`config.mk`:
```
export PLATFORM = sky130hd
export DESIGN_NAME = checksummed_command_frame_receiver_flat
export DESIGN_NICKNAME = d
export VERILOG_FILES = /design/src/cfr_pkg.sv /design/src/cfr_in_if.sv /design/src/cfr_out_if.sv /design/src/cfr_parser.sv /design/src/checksummed_command_frame_receiver.sv /design/src/flat_wrapper.sv
export SDC_FILE = /design/constraint.sdc
export NUM_CORES = 1
export LEC_CHECK = 0
export ABC_AREA = 1
export BUFFER_PORTS_ARGS = -buffer_cell sky130_fd_sc_hd__buf_4
export CAP_MARGIN = 20
export CORE_UTILIZATION = 45
export DETAILED_ROUTE_END_ITERATION = 6
export PLACE_DENSITY = 0.64
export SYNTH_ARGS = -nofsm -noshare
export SYNTH_HDL_FRONTEND = slang
export SYNTH_SLANG_ARGS = --single-unit
```
`constraint.sdc`:
```
create_clock -name clk -period 2.9 [get_ports clk]
set_clock_uncertainty 0.2 [all_clocks]
set_input_delay 0.58 -clock clk [delete_from_list [all_inputs] [get_ports clk]]
set_output_delay 0.58 -clock clk [all_outputs]
set_load 0.005 [all_outputs]
```
`src/cfr_pkg.sv`:
```
`default_nettype none

package cfr_pkg;

    localparam logic [7:0] HDR0        = 8'hAA;
    localparam logic [7:0] HDR1        = 8'hAF;
    localparam logic [7:0] HDR2        = 8'h05;
    localparam logic [7:0] FUNC_LIMIT  = 8'hF1;
    localparam logic [7:0] LEN_LIMIT   = 8'd50;
    localparam logic [7:0] FUNC_CMD    = 8'hE0;
    localparam logic [7:0] FUNC_PARAM  = 8'hE1;
    localparam logic [7:0] GROUP_CHECK = 8'hE1;
    localparam logic [5:0] PARAM_MIN_LEN = 6'd6;
    localparam logic [5:0] CMD_MIN_LEN   = 6'd3;
    localparam int unsigned HELD_SLOTS = 5;

    typedef enum logic [2:0] {
        PH_IDLE    = 3'd0,
        PH_HDR1    = 3'd1,
        PH_HDR2    = 3'd2,
        PH_FUNC    = 3'd3,
        PH_LEN     = 3'd4,
        PH_PAYLOAD = 3'd5,
        PH_CHECK   = 3'd6
    } phase_t;

    typedef struct packed {
        logic               frame_status;
        logic [7:0]         function_code;
        logic [5:0]         payload_length;
        logic               param_valid;
        logic [7:0]         param_index;
        logic signed [15:0] param_value;
        logic               command_valid;
        logic [7:0]         command_group;
        logic [7:0]         command_code;
        logic               check_request;
        logic               echo_request;
    } result_t;

    // Handshake between the top level and the parser.
    typedef struct packed {
        logic step;      // parser consumes the held byte this cycle
        logic produce;   // the held byte, once consumed, yields a result
    } step_ctl_t;

endpackage

`default_nettype wire

```
`src/cfr_in_if.sv`:
```
`default_nettype none

interface cfr_in_if;
    logic       valid;
    logic       ready;
    logic [7:0] rx_byte;

    modport source (output valid, output rx_byte, input ready);
    modport sink (input valid, input rx_byte, output ready);
endinterface

`default_nettype wire

```
`src/cfr_out_if.sv`:
```
`default_nettype none

interface cfr_out_if;
    logic               valid;
    logic               ready;
    logic               frame_status;
    logic [7:0]         function_code;
    logic [5:0]         payload_length;
    logic               param_valid;
    logic [7:0]         param_index;
    logic signed [15:0] param_value;
    logic               command_valid;
    logic [7:0]         command_group;
    logic [7:0]         command_code;
    logic               check_request;
    logic               echo_request;

    modport source (
        output valid, input ready,
        output frame_status, output function_code, output payload_length,
        output param_valid, output param_index, output param_value,
        output command_valid, output command_group, output command_code,
        output check_request, output echo_request
    );
    modport sink (
        input valid, output ready,
        input frame_status, input function_code, input payload_length,
        input param_valid, input param_index, input param_value,
        input command_valid, input command_group, input command_code,
        input check_request, input echo_request
    );
endinterface

`default_nettype wire

```
`src/cfr_parser.sv`:
```
`default_nettype none

module cfr_parser
    import cfr_pkg::*;
(
    input  wire logic      clk,
    input  wire logic      rst_n,
    input  wire logic      step,
    input  wire logic [7:0] rx_byte,
    output logic           produce,
    output result_t        result
);

    phase_t     phase_reg, phase_next;
    logic [5:0] remaining_reg, remaining_next;
    logic [5:0] index_reg, index_next;
    logic [5:0] length_reg, length_next;
    logic [7:0] sum_reg, sum_next;
    logic [7:0] function_reg, function_next;
    logic [7:0] held_reg [HELD_SLOTS];
    logic       hold_en;
    logic [2:0] hold_slot;
    logic       sum_ok;

    // Next state of the frame parser.
    always_comb
    begin
        phase_next     = phase_reg;
        remaining_next = remaining_reg;
        index_next     = index_reg;
        length_next    = length_reg;
        sum_next       = sum_reg;
        function_next  = function_reg;
        if (step)
        begin
            case (phase_reg)
                PH_IDLE:
                begin
                    if (rx_byte == HDR0)
                    begin
                        sum_next   = rx_byte;
                        phase_next = PH_HDR1;
                    end
                end
                PH_HDR1:
                begin
                    if (rx_byte == HDR1)
                    begin
                        sum_next   = sum_reg + rx_byte;
                        phase_next = PH_HDR2;
                    end
                    else
                    begin
                        phase_next = PH_IDLE;
                    end
                end
                PH_HDR2:
                begin
                    if (rx_byte == HDR2)
                    begin
                        sum_next   = sum_reg + rx_byte;
                        phase_next = PH_FUNC;
                    end
                    else
                    begin
                        phase_next = PH_IDLE;
                    end
                end
                PH_FUNC:
                begin
                    if (rx_byte < FUNC_LIMIT)
                    begin
                        function_next = rx_byte;
                        sum_next      = sum_reg + rx_byte;
                        phase_next    = PH_LEN;
                    end
                    else
                    begin
                        phase_next = PH_IDLE;
                    end
                end
                PH_LEN:
                begin
                    if (rx_byte < LEN_LIMIT)
                    begin
                        length_next    = rx_byte[5:0];
                        remaining_next = rx_byte[5:0];
                        index_next     = '0;
                        sum_next       = sum_reg + rx_byte;
                        phase_next     = PH_PAYLOAD;
                    end
                    else
                    begin
                        phase_next = PH_IDLE;
                    end
                end
                PH_PAYLOAD:
                begin
                    if (remaining_reg != '0)
                    begin
                        index_next     = index_reg + 6'd1;
                        remaining_next = remaining_reg - 6'd1;
                        sum_next       = sum_reg + rx_byte;
                        if (remaining_reg == 6'd1)
                        begin
                            phase_next = PH_CHECK;
                        end
                    end
                    else
                    begin
                        // A zero-length frame is dropped here.
                        phase_next = PH_IDLE;
                    end
                end
                PH_CHECK:
                begin
                    phase_next = PH_IDLE;
                end
                default:
                begin
                    phase_next = PH_IDLE;
                end
            endcase
        end
    end

    // Only payload bytes 0, 1, 2, 4 and 5 are kept; byte 3 is not needed.
    always_comb
    begin
        hold_en   = step && (phase_reg == PH_PAYLOAD) && (remaining_reg != '0);
        hold_slot = '0;
        case (index_reg)
            6'd0: hold_slot = 3'd0;
            6'd1: hold_slot = 3'd1;
            6'd2: hold_slot = 3'd2;
            6'd4: hold_slot = 3'd3;
            6'd5: hold_slot = 3'd4;
            default: hold_en = 1'b0;
        endcase
    end

    always_ff @(posedge clk or negedge rst_n)
    begin
        if (!rst_n)
        begin
            phase_reg     <= PH_IDLE;
            remaining_reg <= '0;
            index_reg     <= '0;
            length_reg    <= '0;
            sum_reg       <= '0;
        end
        else
        begin
            phase_reg     <= phase_next;
            remaining_reg <= remaining_next;
            index_reg     <= index_next;
            length_reg    <= length_next;
            sum_reg       <= sum_next;
        end
    end

    always_ff @(posedge clk)
    begin
        function_reg <= function_next;
        if (hold_en)
        begin
            held_reg[hold_slot] <= rx_byte;
        end
    end

    assign produce = (phase_reg == PH_CHECK);
    assign sum_ok  = (sum_reg == rx_byte);

    // Result for the checksum byte; fields without meaning stay zero.
    always_comb
    begin
        result                = '0;
        result.frame_status   = !sum_ok;
        result.function_code  = function_reg;
        result.payload_length = length_reg;
        if (sum_ok)
        begin
            if (function_reg == FUNC_PARAM)
            begin
                result.echo_request = 1'b1;
                if (length_reg >= PARAM_MIN_LEN)
                begin
                    result.param_valid = 1'b1;
                    result.param_index = held_reg[1];
                    result.param_value = {held_reg[3], held_reg[4]};
                end
            end
            else if (function_reg == FUNC_CMD)
            begin
                result.echo_request = 1'b1;
                if (length_reg >= CMD_MIN_LEN)
                begin
                    result.command_valid = 1'b1;
                    result.command_group = held_reg[0];
                    result.command_code  = held_reg[2];
                    result.check_request = (held_reg[0] == GROUP_CHECK);
                end
            end
        end
    end

endmodule

`default_nettype wire

```
`src/checksummed_command_frame_receiver.sv`:
```
// Receiver for checksummed command frames, one byte per transfer.
//
// The rx channel carries one received serial byte per transfer. A frame is
// the header AA AF 05, a function byte below F1, a length byte below decimal 50,
// that many payload bytes and a checksum equal to the 8-bit sum of all
// earlier frame bytes. Any byte that does not fit the frame returns the
// parser to idle, and frames of length zero are dropped silently.
// The frame channel carries one result transfer per checksum byte: the match
// status, function code and length and, when the checksum matched, the
// parameter fields of an E1 frame of at least 6 payload bytes or the command
// fields of an E0 frame of at least 3 payload bytes.
// The input register holds an accepted byte until the parser consumes it; a
// checksum byte loads its result into the result register as it is consumed.
// Throughput is one byte per cycle unless a checksum byte meets a full result
// register, set by the single input register in front of the parser.
// Reset returns the parser to idle and empties both the input register and
// the result register; no partial frame survives reset.
// When the frame sink stalls, the result waits in the result register. Bytes
// that yield no result keep flowing; a checksum byte waits in the input
// register until the result register frees, and rx ready then drops.

`default_nettype none

module checksummed_command_frame_receiver
    import cfr_pkg::*;
(
    input  wire logic  clk,
    input  wire logic  rst_n,
    cfr_in_if.sink     rx,
    cfr_out_if.source  frame
);

    logic       in_valid_reg;
    logic [7:0] in_byte_reg;
    logic       out_valid_reg;
    result_t    out_data_reg;
    result_t    parse_result;
    step_ctl_t  ctl;
    logic       out_free;
    logic       produce;

    // The result register is free when empty or being drained this cycle.
    assign out_free = !out_valid_reg || frame.ready;
    assign ctl.produce = produce;
    assign ctl.step    = in_valid_reg && (!ctl.produce || out_free);
    assign rx.ready    = !in_valid_reg || ctl.step;

    always_ff @(posedge clk or negedge rst_n)
    begin
        if (!rst_n)
        begin
            in_valid_reg <= 1'b0;
        end
        else if (rx.valid && rx.ready)
        begin
            in_valid_reg <= 1'b1;
        end
        else if (ctl.step)
        begin
            in_valid_reg <= 1'b0;
        end
    end

    always_ff @(posedge clk)
    begin
        if (rx.valid && rx.ready)
        begin
            in_byte_reg <= rx.rx_byte;
        end
    end

    cfr_parser u_parser (
        .clk     (clk),
        .rst_n   (rst_n),
        .step    (ctl.step),
        .rx_byte (in_byte_reg),
        .produce (produce),
        .result  (parse_result)
    );

    always_ff @(posedge clk or negedge rst_n)
    begin
        if (!rst_n)
        begin
            out_valid_reg <= 1'b0;
        end
        else if (ctl.step && ctl.produce)
        begin
            out_valid_reg <= 1'b1;
        end
        else if (frame.ready)
        begin
            out_valid_reg <= 1'b0;
        end
    end

    always_ff @(posedge clk)
    begin
        if (ctl.step && ctl.produce)
        begin
            out_data_reg <= parse_result;
        end
    end

    assign frame.valid          = out_valid_reg;
    assign frame.frame_status   = out_data_reg.frame_status;
    assign frame.function_code  = out_data_reg.function_code;
    assign frame.payload_length = out_data_reg.payload_length;
    assign frame.param_valid    = out_data_reg.param_valid;
    assign frame.param_index    = out_data_reg.param_index;
    assign frame.param_value    = out_data_reg.param_value;
    assign frame.command_valid  = out_data_reg.command_valid;
    assign frame.command_group  = out_data_reg.command_group;
    assign frame.command_code   = out_data_reg.command_code;
    assign frame.check_request  = out_data_reg.check_request;
    assign frame.echo_request   = out_data_reg.echo_request;

    // A byte held back by a full result register must not change.
    a_held_byte_stable: assert property (@(posedge clk) disable iff (!rst_n)
        in_valid_reg && !ctl.step |=> in_valid_reg && $stable(in_byte_reg))
        else $error("held input byte changed while waiting");

    // A mismatched frame reports nothing beyond status, function and length.
    a_mismatch_clean: assert property (@(posedge clk) disable iff (!rst_n)
        out_valid_reg && out_data_reg.frame_status
        |-> !out_data_reg.param_valid && !out_data_reg.command_valid
            && !out_data_reg.echo_request)
        else $error("mismatched frame carries decoded fields");

    // Parameter and command decodes exclude each other.
    a_decode_exclusive: assert property (@(posedge clk) disable iff (!rst_n)
        out_valid_reg |-> !(out_data_reg.param_valid && out_data_reg.command_valid))
        else $error("parameter and command both decoded");

    // A check request only comes with a decoded command.
    a_check_needs_cmd: assert property (@(posedge clk) disable iff (!rst_n)
        out_valid_reg && out_data_reg.check_request |-> out_data_reg.command_valid)
        else $error("check request without command");

    // A new result is only loaded when the previous one has left.
    a_no_overwrite: assert property (@(posedge clk) disable iff (!rst_n)
        ctl.step && ctl.produce |-> out_free)
        else $error("result register overwritten");

endmodule

`default_nettype wire
```
`src/flat_wrapper.sv`:
```
// flat-port wrapper written by rule: the top's interface ports become plain ports
module checksummed_command_frame_receiver_flat import cfr_pkg::*;
  (clk, rst_n, rx_valid, rx_rx_byte, rx_ready, frame_valid, frame_ready, frame_frame_status, frame_function_code, frame_payload_length, frame_param_valid, frame_param_index, frame_param_value, frame_command_valid, frame_command_group, frame_command_code, frame_check_request, frame_echo_request);
  cfr_in_if rx_i ();
  cfr_out_if frame_i ();
  input  wire logic clk;
  input  wire logic rst_n;
  input wire logic [$bits(rx_i.valid)-1:0] rx_valid;
  input wire logic [$bits(rx_i.rx_byte)-1:0] rx_rx_byte;
  output wire logic [$bits(rx_i.ready)-1:0] rx_ready;
  output wire logic [$bits(frame_i.valid)-1:0] frame_valid;
  input wire logic [$bits(frame_i.ready)-1:0] frame_ready;
  output wire logic [$bits(frame_i.frame_status)-1:0] frame_frame_status;
  output wire logic [$bits(frame_i.function_code)-1:0] frame_function_code;
  output wire logic [$bits(frame_i.payload_length)-1:0] frame_payload_length;
  output wire logic [$bits(frame_i.param_valid)-1:0] frame_param_valid;
  output wire logic [$bits(frame_i.param_index)-1:0] frame_param_index;
  output wire logic [$bits(frame_i.param_value)-1:0] frame_param_value;
  output wire logic [$bits(frame_i.command_valid)-1:0] frame_command_valid;
  output wire logic [$bits(frame_i.command_group)-1:0] frame_command_group;
  output wire logic [$bits(frame_i.command_code)-1:0] frame_command_code;
  output wire logic [$bits(frame_i.check_request)-1:0] frame_check_request;
  output wire logic [$bits(frame_i.echo_request)-1:0] frame_echo_request;
  assign rx_i.valid = rx_valid;
  assign rx_i.rx_byte = rx_rx_byte;
  assign rx_ready = rx_i.ready;
  assign frame_valid = frame_i.valid;
  assign frame_i.ready = frame_ready;
  assign frame_frame_status = frame_i.frame_status;
  assign frame_function_code = frame_i.function_code;
  assign frame_payload_length = frame_i.payload_length;
  assign frame_param_valid = frame_i.param_valid;
  assign frame_param_index = frame_i.param_index;
  assign frame_param_value = frame_i.param_value;
  assign frame_command_valid = frame_i.command_valid;
  assign frame_command_group = frame_i.command_group;
  assign frame_command_code = frame_i.command_code;
  assign frame_check_request = frame_i.check_request;
  assign frame_echo_request = frame_i.echo_request;
  checksummed_command_frame_receiver u_core (.clk(clk), .rst_n(rst_n), .rx(rx_i), .frame(frame_i));
endmodule
```
# After elaboration in Yosys (flattened, before gate mapping)
# Memories as Yosys holds them, arrays and structs flattened.
# Index checks and enable logic that the tools add are counted.
word_totals:
  mem_bits_rw: 40
  in_bits: 12
  n_memories: 1
  word_cells: 118
  output_inout_bits: 61
  reg_bits: 106
op_classes:
  addsub: 3
  n_reduce_logical: 29
  n_mux: 33
  n_eq_ne: 25
  n_lt_le_gt_ge: 4
  n_bitwise: 3
memory_table:
  columns: ["name", "words", "word_bits", "rd", "rd_clocked_by_memory_dff", "wr", "line", "text"]
  rows:
  - ["u_core.u_parser.held_reg", 5, 8, 5, 0, 1, "cfr_parser.sv:20", "logic [7:0] held_reg [HELD_SLOTS];"]
ops:
  columns: ["op", "count"]
  rows:
  - ["8-bit two-way mux", 6]
  - ["8-bit case mux with 6 select lines", 1]
  - ["8-bit equality test, second input constant", 5]
  - ["25-bit two-way mux", 1]
  - ["6-bit two-way mux", 4]
  - ["6-bit case mux with 2 select lines", 2]
  - ["18-bit two-way mux", 1]
  - ["3-bit case mux with 6 select lines", 1]
  - ["3-bit two-way mux", 5]
  - ["6-bit by 1-bit equality test with 1-bit output, second input constant", 2]
  - ["6-bit by 3-bit equality test with 1-bit output, second input constant", 2]
  - ["2-bit inequality test, second input constant", 6]
  - ["3-bit case mux with 4 select lines", 1]
  - ["3-bit AND reduction", 4]
  - ["6-bit nonzero test", 2]
  - ["3-bit equality test, second input constant", 3]
  - ["1-bit two-way mux", 9]
  - ["8-bit adder", 1]
  - ["8-bit by 3-bit equality test with 1-bit output, second input constant", 1]
  - ["8-bit equality test", 1]
  - ["8-bit by 6-bit < comparator with 1-bit output, second input constant", 1]
  - ["8-bit < comparator, second input constant", 1]
  - ["8-bit AND reduction", 1]
  - ["6-bit by 1-bit adder with 6-bit output, second input constant", 1]
  - ["other kinds (20)", 35]

# Longest topological paths before layout
depth:
  ltp_word: 9
  mapped_depth: 13

# By module
# From an unflattened synthesis, not the netlist that was laid out.
hier_totals:
  hier_cells: 591
  area_unflattened_um2: 6546.3
by_module_without_submodules:
  columns: ["mod", "cells_per_inst", "n_inst", "area_per_inst_um2"]
  rows:
  - ["cfr_parser", 509, 1, 4424.2]
  - ["checksummed_command_frame_receiver", 82, 1, 2122.0]

# Worst setup path before layout
# Ideal clock, no wire load.
synth_timing:
  kind: "input port to flip-flop"
  from: "input frame_ready"
  to: "register u_core.out_data_reg (netlist bit u_core.frame.check_request), enable pin"
  setup_slack_ps: 214
  setup_ps: 413
  cell_stages: 6
  t_arrival_ps: 2073
  path_cell_list: "nor2_1 nand2_2 nand2_2 inv_2 nand2_1 inv_1"
synth_between:
  elab_chain_len: 4
synth_rtl:
  columns: ["item", "line", "text"]
  rows:
  - ["start, declared", "flat_wrapper.sv:12", "input wire logic [$bits(frame_i.ready)-1:0] frame_ready;"]
  - ["1-bit logical OR", "checksummed_command_frame_receiver.sv:43", "assign out_free = !out_valid_reg || frame.ready;"]
  - ["1-bit logical OR", "checksummed_command_frame_receiver.sv:45", "assign ctl.step = in_valid_reg && (!ctl.produce || out_free);"]
  - ["1-bit logical AND", "checksummed_command_frame_receiver.sv:45", null]
  - ["1-bit logical AND", "checksummed_command_frame_receiver.sv:99", "if (ctl.step && ctl.produce)"]
  - ["end signal, assigned", "checksummed_command_frame_receiver.sv:101", "out_data_reg <= parse_result;"]
  - ["end, declared", "checksummed_command_frame_receiver.sv:36", "result_t out_data_reg;"]
# Every way passes these cells.
# A chain may end at the register's enable or synchronous reset.

# Worst setup path after layout
layout_timing:
  from: "register u_core.u_parser.sum_reg[4]"
  to: "register u_core.out_data_reg (netlist bit u_core.frame.param_index[1]) (data pin)"
layout_between:
  elab_chain_len: 2
layout_rtl:
  columns: ["item", "line", "text"]
  rows:
  - ["start, declared", "cfr_parser.sv:18", "logic [7:0] sum_reg, sum_next;"]
  - ["start signal, assigned", "cfr_parser.sv:158", "sum_reg <= sum_next;"]
  - ["8-bit equality test", "cfr_parser.sv:172", "assign sum_ok = (sum_reg == rx_byte);"]
  - ["3-bit AND reduction (no source line)", null, null]
# Every way passes these cells.

==> results.ini <==
[cells_and_area]
fin_nets=708
nFillCells=1162
antenna_cells=0
largest_reg_flops=40
drive_above_1_share=0.226
syn2layout_area_growth_pct=22.3
finalInstanceArea_sq_um=7790

[synth]
synth_warnings=0
post_synth_fa_ha_maj_area_fraction=0.0287
synth-seq-cells=146
ys_seq_area_frac=0.664
synth.largest_area_cell=edfxtp_1
postSynthCellCount=581
synth.area.top_cells=edfxtp_1 (54%), dfrtp_1 (12%), nand2_1 (6.9%)
synth_compound_area_frac=0.0423
syn_area_sq_um=6370
synth.avg_cell_area_sq_um=11.0
synthSimpleGateAreaFrac=0.193
synth_top_area_frac=0.542
synth_xor_area_frac=0.00825
synth_cell_types=34
synth_top_family_by_area=simple AND/OR/NAND/NOR gates
muxShareOfSynthArea=0.00157
synthesis.nets=607

[placement]
place_area_sq_um=7200
routabilityCongestion=0.892
dp_hpwl_um=9300
port_buffers=72

[clock_tree]
clk_pin_slew_worst_paths_ps=60
worst_skew_pair.late_latency_ps=420
cts-resized-gates=0
cts_setup_buffers=0
cts_hold_buf=1
cts_sinks=146
cts_tree=built
cts_inserted_buffers=17
cts_htree_levels=4
clockRootBuffer=clkbuf_16
cts.path.max_buffers=2

[power]
leakage_nw=3.50
power_frac_comb=0.241
p_sw_mw=2.00
p_per_area_nw_per_um2=814
pwr-share-seq=0.422
clkPwrFrac=0.337
p_int_mw=4.34
ir_drop_v=0.000456
switching_share=0.316

[timing]
rsz0062_at_grt=no
hold_viol=0
period_needed_ps=2290
drv_slew=0
fin_tns_setup_ps=0
slew_headroom=0.665
fin_crit_sh=0.790
fmax_ghz=0.436
tightest_slew_ps=503
setup_violations=0

[floorplanning]
die-area_sq_um=14600
initial_utilization=0.460
die_h_um=121
boundaryPins=73
coreArea_sq_um=13800
rows=43
fp.dieW_um=121

[route]
wl_per_cell_um=15.3
vias=4271
wirelength_um=13300
drc=0
viasPerCell=4.88
drtAntennaViolNets=0
first_pass_iters=7
drt_iter0_markers=374

[global_route]
grt_use_total=0.198
grt_pass1_wl_um=21000
grt_util_met3=0.0390
top_usage_layer=met2
overflow=0
antenna_found_initial=0
grt_util_met2=0.320
grt_pass1_vias=4095
grt_max_degree=56
grt_use_met1=0.253

[critical_path]
crit_path_end_kind=flop
cp.arrival_ps=2340
startpoint_type=flop
crit_required_ps=2950
path_class=flop to flop
path_max_fanout=25

[flow_run]
drv_cap=0

[hold_path]
hold_class=primary input to flop

[outcome]
outcome=complete, no violations

==> placed cells by master, fill, tap and decap left out, types with 13 or more instances in the layout <==
cell type    n
inv_1       82
nand3_1     35
nand2_1    117
nor2_1      80
ha_1        13
edfxtp_1   115
o21ai_0     19
dfrtp_1     31
buf_4       86
clkbuf_16   17
==> kinds of logic after synthesis <==
kind of cell,count (synthesis)
xor+xnor,6
flops,146
fa+ha+maj,14
mux,1
simple gates,274
compound gates,45
buf+inv,95
==> worst max-delay path: stages, from the launching register on <==
cell,delay (ps)
dfrtp_1,390
ha_1,390
nor2_1,140
nand2_1,80
nor2_1,100
nand2_1,100
inv_1,100
nand3_2,380
nor2_1,240
==> final timing paths <==
check	startpoint	to	slack (ps)	cells past startpoint
setup / recovery	u_core.u_parser.sum_reg[4]$_DFFE_PN0P_	u_core.frame.param_index[1]$_SDFFCE_PN0P_	610	8
hold / removal	rx_rx_byte[0]	u_core.in_byte_reg[0]$_DFFE_PP_	140	1
setup reg to reg	u_core.u_parser.sum_reg[4]$_DFFE_PN0P_	u_core.frame.param_index[1]$_SDFFCE_PN0P_	610	8
hold reg to reg	u_core.u_parser.function_reg[4]$_DFFE_PP_	u_core.frame.function_code[4]$_DFFE_PP_	250	0
max in group asynchronous	rst_n	u_core.u_parser.sum_reg[5]$_DFFE_PN0P_	1740	2
min in group asynchronous	rst_n	u_core.u_parser.index_reg[2]$_DFFE_PN0P_	440	2
==> per-stage QoR <==
stage / worst slack (ps) / hold WS, ps / power, mW / cells / util
floorplan: 214 / 84.4 / 3.84 / 581 / -
global placement: 671 / 239 / 4.17 / 842 / 0.521
detailed placement: 630 / 243 / 4.21 / 842 / 0.521
CTS: 557 / 118 / 6.35 / 875 / 0.563
global route: 329 / 125 / 6.68 / 875 / 0.563
finish: 609 / 136 / 6.34 / 875 / 0.563
==> metal layers <==
metal  part of all wire  vias up
met5                  0        -
met4              0.024        0
met3              0.059       20
met2               0.48      146
met1               0.43     1999
li1                   -     2106
==> power by group through the flow <==
stage	logic, mW	clock network [mW]	registers (mW)
6_report	1.53	2.14	2.68
3_5_place_dp	1.50	0	2.71
3_3_place_gp	1.47	0	2.70
2_1_floorplan	1.18	0	2.66
4_1_cts	1.51	2.17	2.67
5_1_grt	1.73	2.25	2.70
==> cells in the mapped netlist <==
cell and instances:
a21o_1 1, a21oi_1 8, buf_2 2, buf_4 1, buf_6 2, buf_8 1, dfrtp_1 31, edfxtp_1 115
fa_1 1, ha_1 13, inv_1 83, inv_2 4, inv_4 2, mux2i_1 1, nand2_1 117, nand2_2 7
nand2_4 2, nand2_8 1, nand3_1 35, nand3_2 4, nand3b_1 3, nand4_1 4, nor2_1 80, nor2_2 8
nor2_4 3, nor3_1 5, nor4_1 1, o21ai_0 19, o21ai_1 8, o21ai_2 8, o21ai_4 1, or2_2 4
xnor2_1 1, xor2_1 5
==> cell type report <==
cell class	instances	area [sq um]	share of cell area
Multi-Input combinational cell	340	1740	0.224
Timing Repair Buffer	88	676	0.0867
Inverter	89	339	0.0435
Tap cell	180	225	0.0289
Clock buffer	20	437	0.0561
Sequential cell	146	4230	0.543
Clock inverter	12	140	0.0180
Power figures use the tool's default switching activity.
